<file path="src/sv/swrr_pkg.sv">
`default_nettype none
// ----------------------------------------------------------------------------
// swrr_pkg
// Shared types and constants of the sliding-window receive reorder core.
// ----------------------------------------------------------------------------
package swrr_pkg;

    localparam int SEQ_W                = 16;
    localparam int TAG_W                = 8;
    localparam int WIN_W                = 5;
    localparam int EV_W                 = 3;
    localparam int DEFAULT_WINDOW_DEPTH = 16;
    localparam logic [WIN_W-1:0] WINDOW_RESET = 5'd16;

    localparam logic KIND_START = 1'b0;
    localparam logic KIND_DATA  = 1'b1;

    typedef enum logic [EV_W-1:0] {
        EV_DROPPED   = 3'd0,
        EV_DUPLICATE = 3'd1,
        EV_BUFFERED  = 3'd2,
        EV_DELIVERED = 3'd3,
        EV_STARTED   = 3'd4
    } event_t;

    typedef enum logic [2:0] {
        ST_IDLE,
        ST_LIMIT,
        ST_WINDOW,
        ST_OFFSET,
        ST_SLOT,
        ST_EMIT,
        ST_DELIVER,
        ST_WALK_READ
    } state_t;

    typedef struct packed {
        logic clear;
        logic shift;
        logic write;
    } store_ctrl_t;

    typedef struct packed {
        logic slot_hit;
        logic next_valid;
    } store_stat_t;

endpackage

`default_nettype wire

</file>
<file path="src/sv/sliding_window_receive_reorder_core.sv">
`default_nettype none
// ----------------------------------------------------------------------------
// sliding_window_receive_reorder_core
// Receive reorder buffer: window check, duplicate check, buffering and
// in-order release of buffered packets, the sequence arithmetic on one shared adder.
// ----------------------------------------------------------------------------
// Sequence: a start item goes straight to emit; a data item passes window limit,
//   window test and offset in successive steps on the shared 16-bit adder, then
//   a slot check if it is to be buffered, and ends in emit or in delivery.
// Flow: a new item is taken only while the core is idle; each buffered packet
//   released after an in-order arrival takes a tag memory read, then an emit.
// Reset: clears the last delivered sequence number, slot valid bits and window
//   (to 16); the tag memory is not cleared.
module sliding_window_receive_reorder_core #(
    parameter int WINDOW_DEPTH = swrr_pkg::DEFAULT_WINDOW_DEPTH
) (
    input  wire logic                       aclk,
    input  wire logic                       aresetn,
    // configuration: window_size
    input  wire logic                       cfg_valid,
    output logic                            cfg_ready,
    input  wire logic [swrr_pkg::WIN_W-1:0] cfg_data,
    // input words
    input  wire logic                       s_tvalid,
    output logic                            s_tready,
    input  wire logic [23:0]                s_tdata,  // packet_number[15:0], packet_tag[23:16]
    input  wire logic                       s_tuser,  // kind
    // result words
    output logic                            m_tvalid,
    input  wire logic                       m_tready,
    output logic      [23:0]                m_tdata,  // out_number[15:0], out_tag[23:16]
    output logic      [swrr_pkg::EV_W-1:0]  m_tuser,  // event_res
    output logic                            m_tlast
);
    import swrr_pkg::*;

    localparam int IDX_W = $clog2(WINDOW_DEPTH);
    localparam logic [SEQ_W-1:0] DEPTH16 = SEQ_W'(WINDOW_DEPTH);

    state_t            state_reg, state_next;
    logic [WIN_W-1:0]  win_reg, win_next;
    logic [SEQ_W-1:0]  lio_reg, lio_next;      // last in order == last delivered
    logic [SEQ_W-1:0]  num_reg, num_next;
    logic [TAG_W-1:0]  tag_reg, tag_next;
    event_t            ev_reg, ev_next;
    logic [SEQ_W-1:0]  sum_reg, sum_next;
    logic [IDX_W-1:0]  slot_k_reg, slot_k_next;

    logic              m_valid_reg, m_valid_next;
    event_t            out_ev_reg, out_ev_next;
    logic [SEQ_W-1:0]  out_num_reg, out_num_next;
    logic [TAG_W-1:0]  out_tag_reg, out_tag_next;
    logic              out_last_reg, out_last_next;

    logic [SEQ_W-1:0]  alu_a, alu_b, alu_res;
    logic              alu_sub, alu_later;
    logic [SEQ_W-1:0]  win_eff;
    logic [IDX_W:0]    k_full;
    logic              out_free, in_accept, out_load;
    store_ctrl_t       ctrl;
    store_stat_t       stat;
    logic [TAG_W-1:0]  head_tag;

    swrr_alu u_alu (
        .op_a   (alu_a),
        .op_b   (alu_b),
        .sub    (alu_sub),
        .result (alu_res),
        .later  (alu_later)
    );

    swrr_store #(
        .WINDOW_DEPTH (WINDOW_DEPTH)
    ) u_store (
        .aclk     (aclk),
        .aresetn  (aresetn),
        .ctrl     (ctrl),
        .slot_k   (slot_k_reg),
        .wr_tag   (tag_reg),
        .stat     (stat),
        .head_tag (head_tag)
    );

    assign cfg_ready = 1'b1;
    assign s_tready  = (state_reg == ST_IDLE);
    assign in_accept = s_tvalid && s_tready;
    assign out_free  = !m_valid_reg || m_tready;

    assign m_tvalid = m_valid_reg;
    assign m_tdata  = {out_tag_reg, out_num_reg};
    assign m_tuser  = out_ev_reg;
    assign m_tlast  = out_last_reg;

    always_comb begin
        win_eff = ({{(SEQ_W-WIN_W){1'b0}}, win_reg} > DEPTH16)
                ? DEPTH16 : {{(SEQ_W-WIN_W){1'b0}}, win_reg};
        k_full  = alu_res[IDX_W:0] - {{IDX_W{1'b0}}, 1'b1};

        // shared adder operands
        case (state_reg)
            ST_LIMIT: begin
                alu_a = lio_reg; alu_b = win_eff; alu_sub = 1'b0;
            end
            ST_WINDOW: begin
                alu_a = num_reg; alu_b = sum_reg; alu_sub = 1'b1;
            end
            ST_OFFSET: begin
                alu_a = num_reg; alu_b = lio_reg; alu_sub = 1'b1;
            end
            ST_WALK_READ: begin
                alu_a = lio_reg; alu_b = {{(SEQ_W-1){1'b0}}, 1'b1}; alu_sub = 1'b0;
            end
            default: begin
                alu_a = lio_reg; alu_b = '0; alu_sub = 1'b0;
            end
        endcase
    end

    always_comb begin
        state_next    = state_reg;
        win_next      = win_reg;
        lio_next      = lio_reg;
        num_next      = num_reg;
        tag_next      = tag_reg;
        ev_next       = ev_reg;
        sum_next      = sum_reg;
        slot_k_next   = slot_k_reg;
        out_load      = 1'b0;
        out_ev_next   = out_ev_reg;
        out_num_next  = out_num_reg;
        out_tag_next  = out_tag_reg;
        out_last_next = out_last_reg;
        ctrl          = '0;

        if (cfg_valid && cfg_ready) begin
            win_next = cfg_data;
        end

        case (state_reg)
            ST_IDLE: begin
                if (in_accept) begin
                    num_next = s_tdata[15:0];
                    tag_next = s_tdata[23:16];
                    if (s_tuser == KIND_START) begin
                        lio_next   = s_tdata[15:0];
                        ctrl.clear = 1'b1;
                        ev_next    = EV_STARTED;
                        state_next = ST_EMIT;
                    end else begin
                        state_next = ST_LIMIT;
                    end
                end
            end
            ST_LIMIT: begin
                sum_next   = alu_res;
                state_next = ST_WINDOW;
            end
            ST_WINDOW: begin
                if (alu_later) begin
                    ev_next    = EV_DROPPED;
                    state_next = ST_EMIT;
                end else begin
                    state_next = ST_OFFSET;
                end
            end
            ST_OFFSET: begin
                if (!alu_later) begin
                    ev_next    = EV_DUPLICATE;
                    state_next = ST_EMIT;
                end else if (alu_res == {{(SEQ_W-1){1'b0}}, 1'b1}) begin
                    lio_next   = num_reg;
                    state_next = ST_DELIVER;
                end else if (alu_res > DEPTH16) begin
                    ev_next    = EV_DROPPED;
                    state_next = ST_EMIT;
                end else begin
                    slot_k_next = k_full[IDX_W-1:0];
                    state_next  = ST_SLOT;
                end
            end
            ST_SLOT: begin
                if (stat.slot_hit) begin
                    ev_next = EV_DUPLICATE;
                end else begin
                    ctrl.write = 1'b1;
                    ev_next    = EV_BUFFERED;
                end
                state_next = ST_EMIT;
            end
            ST_EMIT: begin
                if (out_free) begin
                    out_load      = 1'b1;
                    out_ev_next   = ev_reg;
                    out_num_next  = num_reg;
                    out_tag_next  = tag_reg;
                    out_last_next = 1'b1;
                    state_next    = ST_IDLE;
                end
            end
            ST_DELIVER: begin
                // the arriving packet, then release while the next slot holds one
                if (out_free) begin
                    out_load      = 1'b1;
                    out_ev_next   = EV_DELIVERED;
                    out_num_next  = num_reg;
                    out_tag_next  = tag_reg;
                    out_last_next = !stat.next_valid;
                    ctrl.shift    = 1'b1;
                    state_next    = stat.next_valid ? ST_WALK_READ : ST_IDLE;
                end
            end
            ST_WALK_READ: begin
                // head tag is ready in this state; ST_DELIVER emits it once the output is free
                lio_next   = alu_res;
                num_next   = alu_res;
                tag_next   = head_tag;
                state_next = ST_DELIVER;
            end
            default: begin
                state_next = ST_IDLE;
            end
        endcase

        if (out_load) begin
            m_valid_next = 1'b1;
        end else if (m_tready) begin
            m_valid_next = 1'b0;
        end else begin
            m_valid_next = m_valid_reg;
        end
    end

    always_ff @(posedge aclk) begin
        if (!aresetn) begin
            state_reg   <= ST_IDLE;
            win_reg     <= WINDOW_RESET;
            lio_reg     <= '0;
            m_valid_reg <= 1'b0;
        end else begin
            state_reg   <= state_next;
            win_reg     <= win_next;
            lio_reg     <= lio_next;
            m_valid_reg <= m_valid_next;
        end
    end

    always_ff @(posedge aclk) begin
        num_reg      <= num_next;
        tag_reg      <= tag_next;
        ev_reg       <= ev_next;
        sum_reg      <= sum_next;
        slot_k_reg   <= slot_k_next;
        out_ev_reg   <= out_ev_next;
        out_num_reg  <= out_num_next;
        out_tag_reg  <= out_tag_next;
        out_last_reg <= out_last_next;
    end

`ifndef SYNTHESIS
    a_start_emits: assert property (@(posedge aclk) disable iff (!aresetn)
        (s_tvalid && s_tready && s_tuser == KIND_START)
            |=> state_reg == ST_EMIT && ev_reg == EV_STARTED)
        else $error("start item did not go straight to emit");

    a_nonlast_is_delivery: assert property (@(posedge aclk) disable iff (!aresetn)
        (m_tvalid && !m_tlast) |-> m_tuser == EV_DELIVERED)
        else $error("only a delivery run may have several words");

    a_slot0_never_written: assert property (@(posedge aclk) disable iff (!aresetn)
        ctrl.write |-> slot_k_reg != '0)
        else $error("slot of the next expected packet written");

    a_walk_from_deliver: assert property (@(posedge aclk) disable iff (!aresetn)
        state_reg == ST_WALK_READ |-> $past(state_reg) == ST_DELIVER)
        else $error("release walk entered outside a delivery");
`endif

endmodule

`default_nettype wire

</file>
<file path="src/sv/swrr_alu.sv">
`default_nettype none
// ----------------------------------------------------------------------------
// swrr_alu
// Shared 16-bit add/subtract unit with the modulo-2^16 "later than" test.
// ----------------------------------------------------------------------------
module swrr_alu (
    input  wire logic [swrr_pkg::SEQ_W-1:0] op_a,
    input  wire logic [swrr_pkg::SEQ_W-1:0] op_b,
    input  wire logic                       sub,
    output logic      [swrr_pkg::SEQ_W-1:0] result,
    output logic                            later
);
    import swrr_pkg::*;

    logic [SEQ_W-1:0] b_in;

    always_comb begin
        b_in   = sub ? ~op_b : op_b;
        result = op_a + b_in + {{(SEQ_W-1){1'b0}}, sub};
        // a later than b when (a - b) mod 2^16 is in 1..32767
        later  = (result != '0) && !result[SEQ_W-1];
    end

endmodule

`default_nettype wire

</file>
<file path="src/sv/swrr_store.sv">
`default_nettype none
// ----------------------------------------------------------------------------
// swrr_store
// Out-of-order slot store: circular valid bits plus a tag memory. Slot k is
// at physical entry base + k; a shift retires slot 0 by advancing base.
// ----------------------------------------------------------------------------
module swrr_store #(
    parameter int WINDOW_DEPTH = swrr_pkg::DEFAULT_WINDOW_DEPTH
) (
    input  wire logic                              aclk,
    input  wire logic                              aresetn,
    input  wire swrr_pkg::store_ctrl_t             ctrl,
    input  wire logic [$clog2(WINDOW_DEPTH)-1:0]   slot_k,
    input  wire logic [swrr_pkg::TAG_W-1:0]        wr_tag,
    output swrr_pkg::store_stat_t                  stat,
    output logic      [swrr_pkg::TAG_W-1:0]        head_tag
);
    import swrr_pkg::*;

    localparam int IDX_W = $clog2(WINDOW_DEPTH);
    localparam logic [IDX_W:0] DEPTH_W = (IDX_W+1)'(WINDOW_DEPTH);

    logic [WINDOW_DEPTH-1:0] valid_reg, valid_next;
    logic [IDX_W-1:0]        base_reg, base_next;
    logic [IDX_W-1:0]        phys_k, base_inc;
    logic [IDX_W:0]          sum_k, sum_inc;
    logic [TAG_W-1:0]        tag_mem [WINDOW_DEPTH];
    logic [TAG_W-1:0]        head_tag_reg;

    always_comb begin
        sum_k    = {1'b0, base_reg} + {1'b0, slot_k};
        sum_inc  = {1'b0, base_reg} + {{IDX_W{1'b0}}, 1'b1};
        phys_k   = (sum_k >= DEPTH_W) ? IDX_W'(sum_k - DEPTH_W) : sum_k[IDX_W-1:0];
        base_inc = (sum_inc >= DEPTH_W) ? IDX_W'(sum_inc - DEPTH_W) : sum_inc[IDX_W-1:0];

        valid_next = valid_reg;
        base_next  = base_reg;
        if (ctrl.clear) begin
            valid_next = '0;
        end else begin
            if (ctrl.write) begin
                valid_next[phys_k] = 1'b1;
            end
            if (ctrl.shift) begin
                valid_next[base_reg] = 1'b0;
                base_next            = base_inc;
            end
        end

        stat.slot_hit   = valid_reg[phys_k];
        stat.next_valid = valid_reg[base_inc];
    end

    always_ff @(posedge aclk) begin
        if (!aresetn) begin
            valid_reg <= '0;
            base_reg  <= '0;
        end else begin
            valid_reg <= valid_next;
            base_reg  <= base_next;
        end
    end

    // head read at the upcoming base, so the new head tag is ready right after a shift
    always_ff @(posedge aclk) begin
        if (ctrl.write) begin
            tag_mem[phys_k] <= wr_tag;
        end
        head_tag_reg <= tag_mem[base_next];
    end

    assign head_tag = head_tag_reg;

`ifndef SYNTHESIS
    // clear and shift never coincide: start items never walk
    a_clear_no_shift: assert property (@(posedge aclk) disable iff (!aresetn)
        ctrl.clear |-> !ctrl.shift && !ctrl.write)
        else $error("store clear overlaps shift or write");
`endif

endmodule

`default_nettype wire

</file>
<file path="config.mk">
export PLATFORM = sky130hd
export DESIGN_NAME = sliding_window_receive_reorder_core
export DESIGN_NICKNAME = d
export VERILOG_FILES = /design/src/sv/swrr_pkg.sv /design/src/sv/sliding_window_receive_reorder_core.sv /design/src/sv/swrr_alu.sv /design/src/sv/swrr_store.sv
export SDC_FILE = /design/constraint.sdc
export NUM_CORES = 1
export LEC_CHECK = 0
export ABC_CLOCK_PERIOD_IN_PS = 4800
export BUFFER_PORTS_ARGS = -buffer_cell sky130_fd_sc_hd__buf_2
export CORE_ASPECT_RATIO = 1.5
export CORE_MARGIN = 4
export CORE_UTILIZATION = 40
export CTS_BUF_LIST = sky130_fd_sc_hd__clkbuf_8
export DETAILED_ROUTE_END_ITERATION = 10
export HOLD_SLACK_MARGIN = 0.12
export PLACE_DENSITY = 0.66
export SLEW_MARGIN = 20
export SYNTH_ARGS = -nofsm -noshare
export SYNTH_HDL_FRONTEND = slang
export SYNTH_SLANG_ARGS = --single-unit
export TNS_END_PERCENT = 20
</file>
<file path="constraint.sdc">
create_clock -name aclk -period 4.8 [get_ports aclk]
set_input_delay 0.24 -clock aclk [delete_from_list [all_inputs] [get_ports aclk]]
set_output_delay 0.24 -clock aclk [all_outputs]
set_load 0.01 [all_outputs]
</file>
==> flow_metrics.tcl <==
set metrics [dict create \
    outcome "finished clean" \
    min_period_ns 4.46 \
    syn_nets 957 \
    overflow 0 \
    min_path_cells 4 \
    worstPathRequired_ns 5.06 \
    rows 77 \
    path_cells "buf_4, nand2b_1, buf_12, a211oi_1, ha_1, a21oi_1, o21ai_0, nor4b_1, a2111oi_0, and3_1, nand4b_1, or4_1, mux2i_1, o21ai_0" \
    r2r_cells 14 \
    tightest_slew_ns 0.878 \
    clock_latency_ns 0.56 \
    synth_area_leaders "edfxtp_1 (51%), mux4_2 (9.2%), dfxtp_1 (8.8%)" \
    finalSetupViolations 0 \
    core_sq_um 29600 \
    start_util_pct 40.7 \
    drive_above_1_share_pct 25.1 \
    synth_top_area_share_pct 50.7 \
    slew_viol_final 0 \
    p_sw_mw 2.18 \
    power_leakage_nw 5.39 \
    r2r_end "ev_reg[1]" \
    critPathArrivalTime_ns 4.73 \
    netlist_instances 897 \
    timing.final.ws_setup_ns 0.337 \
    p_int_mw 4.59 \
    drt_first_pass_iters 4 \
    synthFlopType "edfxtp_1" \
    largest_reg_flops 128 \
    die_y_microns 220 \
    crit_slowest_cell "or4_1" \
    critical-path-top-cell-by-count "o21ai_0" \
    worstSetupPathType "flip-flop to flip-flop" \
    cts_max_level 2 \
    crit_cells 14 \
    io_pins 66 \
    grt_max_degree 42 \
    syn_avg_cell_area_sq_um 13.4 \
    post_cts_buffers 0 \
    holdPathEnd "state_reg[2]" \
    cp.buffers_inverters 2 \
    layout.nets 1102 \
    critical_path.max_stage_delay_ns 0.60 \
    hp-start "s_tuser" \
    numClockSinks 256 \
    drc 0 \
    drtIter0Drc 438 \
    ff2ff_setup_slack_ns 0.34 \
    fmax_mhz 224 \
    syn_area_sq_um 12000 \
    grt_pass1_vias 8338 \
    final.setup.tns_ns 0 \
    place.gp.congestion 0.900 \
    synth-edff-count 203 \
    finalHoldViolCount 0 \
    rr_startpoint "state_reg[1]" \
    pre_cts_slack_ns 0.0301 \
    root_buffer "clkbuf_8" \
    cts.path.max_buffers 3 \
    power.density_nw_per_um2 471 \
    synth_area_leader_cell "edfxtp_1" \
    dr_total_vias 7945 \
    clockPowerShare_pct 28.4 \
    p_sw_share_pct 32.2 \
    insertedDiodeCount 0 \
    max_cap_violations 0 \
    top_register "u_store.tag_mem" \
    synthToLayoutAreaGrowth_pct 19.3 \
    post-route-period-util_pct 93.0 \
    end_kind "flip-flop" \
    antenna_found_initial 0 \
    worst-path-max-fanout 26 \
    fillers 2620 \
    synth.distinct_cells 71 \
    sequentialPowerShare_pct 43.8 \
    cts_buffers 41 \
    post-dp-hpwl_microns 21000 \
    wl_per_cell_microns 20.8 \
    hold_class "input pin to flip-flop" \
    die_x_microns 150 \
    relSlewSlack_pct 40.2 \
    grt_pass1_wl_microns 46800 \
    wl_microns 30600 \
    vdd_drop_max_mv 0.228 \
    track_usage_pct 18.8 \
    combPwrFrac_pct 27.7 \
    critical_path.top_delay_family "simple AND/OR/NAND/NOR gates" \
    ys_async_sr_fraction_pct 0 \
    ys_seq_area_share_pct 59.5 \
    dieArea_sq_um 33000 \
    ant_nets 0 \
    io_buffers 64 \
    start_kind "flip-flop" \
    rsz0062_at_grt "no" \
    cts_tree "done" \
    synth-seq-cells 256 \
    vias_per_cell 5.41 \
    final.setup_skew_ns 0.0273 \
    cts.clk_slew.worst_paths_ns 0.06 \
    yosys_warnings 0 \
]
## Yosys cell counts (all sizes together), types with 3 or more instances
cell type and count:
a211oi 19, nor2b 19, nor4 3, mux2 19, edfxtp 203, a21o 8, a22o 3, a221oi 3
xnor2 12, a21oi 34, inv 20, nor3 6, and3 5, nand2 119, buf 6, ha 23
nand3 8, o21a 16, o31ai 4, o211ai 7, mux2i 42, and2 10, clkbuf 45, nor2 50
o311ai 5, a2111oi 7, dfxtp 53, xor2 9, nand2b 10, or3 5, nand4 9, o21ai 29
nand4bb 3, mux4 49
## per-stage QoR
step	instances	area, sq um	hold slack, ns	total power, mW	utilization, %
final	1469	14400	0.161	6.77	48.5
after global placement	1359	13100	0.462	4.81	44.3
after CTS	1469	14300	0.132	6.81	48.4
after floorplan	897	12000	0.369	4.15	-
after detailed placement	1359	13100	0.474	4.84	44.3
after global routing	1469	14400	0.180	7.12	48.5
## worst min-delay path, stage by stage
cell	delay (ns)
buf_2	0.07
nor2b_1	0.07
a21oi_1	0.15
a41oi_1	0.13
## how the worst max path moves through the flow
stage,slack [ns],to,startpoint
3_5_place_dp,0.03,slot_k_reg[1],state_reg[1]
4_1_cts,0.008,slot_k_reg[1],state_reg[1]
6_report,0.34,ev_reg[1],state_reg[1]
3_3_place_gp,0.05,slot_k_reg[1],state_reg[1]
5_1_grt,0.02,lio_reg[12],state_reg[1]
2_1_floorplan,0.17,slot_k_reg[0],state_reg[0]
## cell usage in the layout (no fill, tap or decap), drive strengths merged, types with 29 or more instances in the layout
cell type,Yosys,final
nand2,119,119
nor2,50,50
dfxtp,53,53
buf,6,118
o21ai,29,29
a21oi,34,34
edfxtp,203,203
mux4,49,49
inv,20,32
dlygate4sd3,0,35
clkbuf,45,50
mux2i,42,42
## power groups by stage
stage | Combinational [mW] | Clock (mW) | Sequential (mW)
2_1_floorplan | 1.21 | 0 | 2.95
3_3_place_gp | 1.81 | 0 | 3.00
3_5_place_dp | 1.83 | 0 | 3.01
4_1_cts | 1.86 | 1.98 | 2.97
5_1_grt | 2.04 | 2.09 | 3.00
6_report | 1.88 | 1.92 | 2.97
## final cells by class
cell class              count  area [sq um]  share of cell area (%)
well taps                 395           494                    3.44
inverters                  20          75.1                   0.523
flip-flops and latches    256          7160                    49.9
clock buffers              50           688                    4.79
clock inverters            25           173                    1.20
repair buffers            153          1110                    7.76
multi-input cells         570          4650                    32.4
## layer usage
metal	vias to the layer above	global-route usage (%)	share of wire, %
li1	3714	-	-
met5	-	0	0
met1	3942	19.8	36
met3	66	3.16	4.4
met4	0	8.58	4.2
met2	223	36.1	56
## kinds of logic (layout without fill, tap and decap cells)
| logic type | count (synthesis) | in the layout | synth area share (%) |
|---|---|---|---|
| AOI/OAI and AO/OA | 157 | 157 | 9.29 |
| xor gates and xnor gates | 21 | 21 | 1.53 |
| adders and majority gates | 25 | 25 | 2.73 |
| buffers and inverters | 71 | 248 | 2.39 |
| DFF | 256 | 256 | 59.5 |
| muxes | 110 | 110 | 14.5 |
| other | 1 | 1 | 0.0312 |
| and+or+nand+nor | 256 | 256 | 10.0 |
## what timing repair did
| item | 4_1_cts | 5_1_grt |
|---|---|---|
| hold endpoints to repair | 45 | 0 |
| endpoints found under the setup margin | 0 | 24 |
| hold buffers | 35 | 0 |
| gates resized for setup | 0 | 6 |
(Power assumes the default switching activity.)
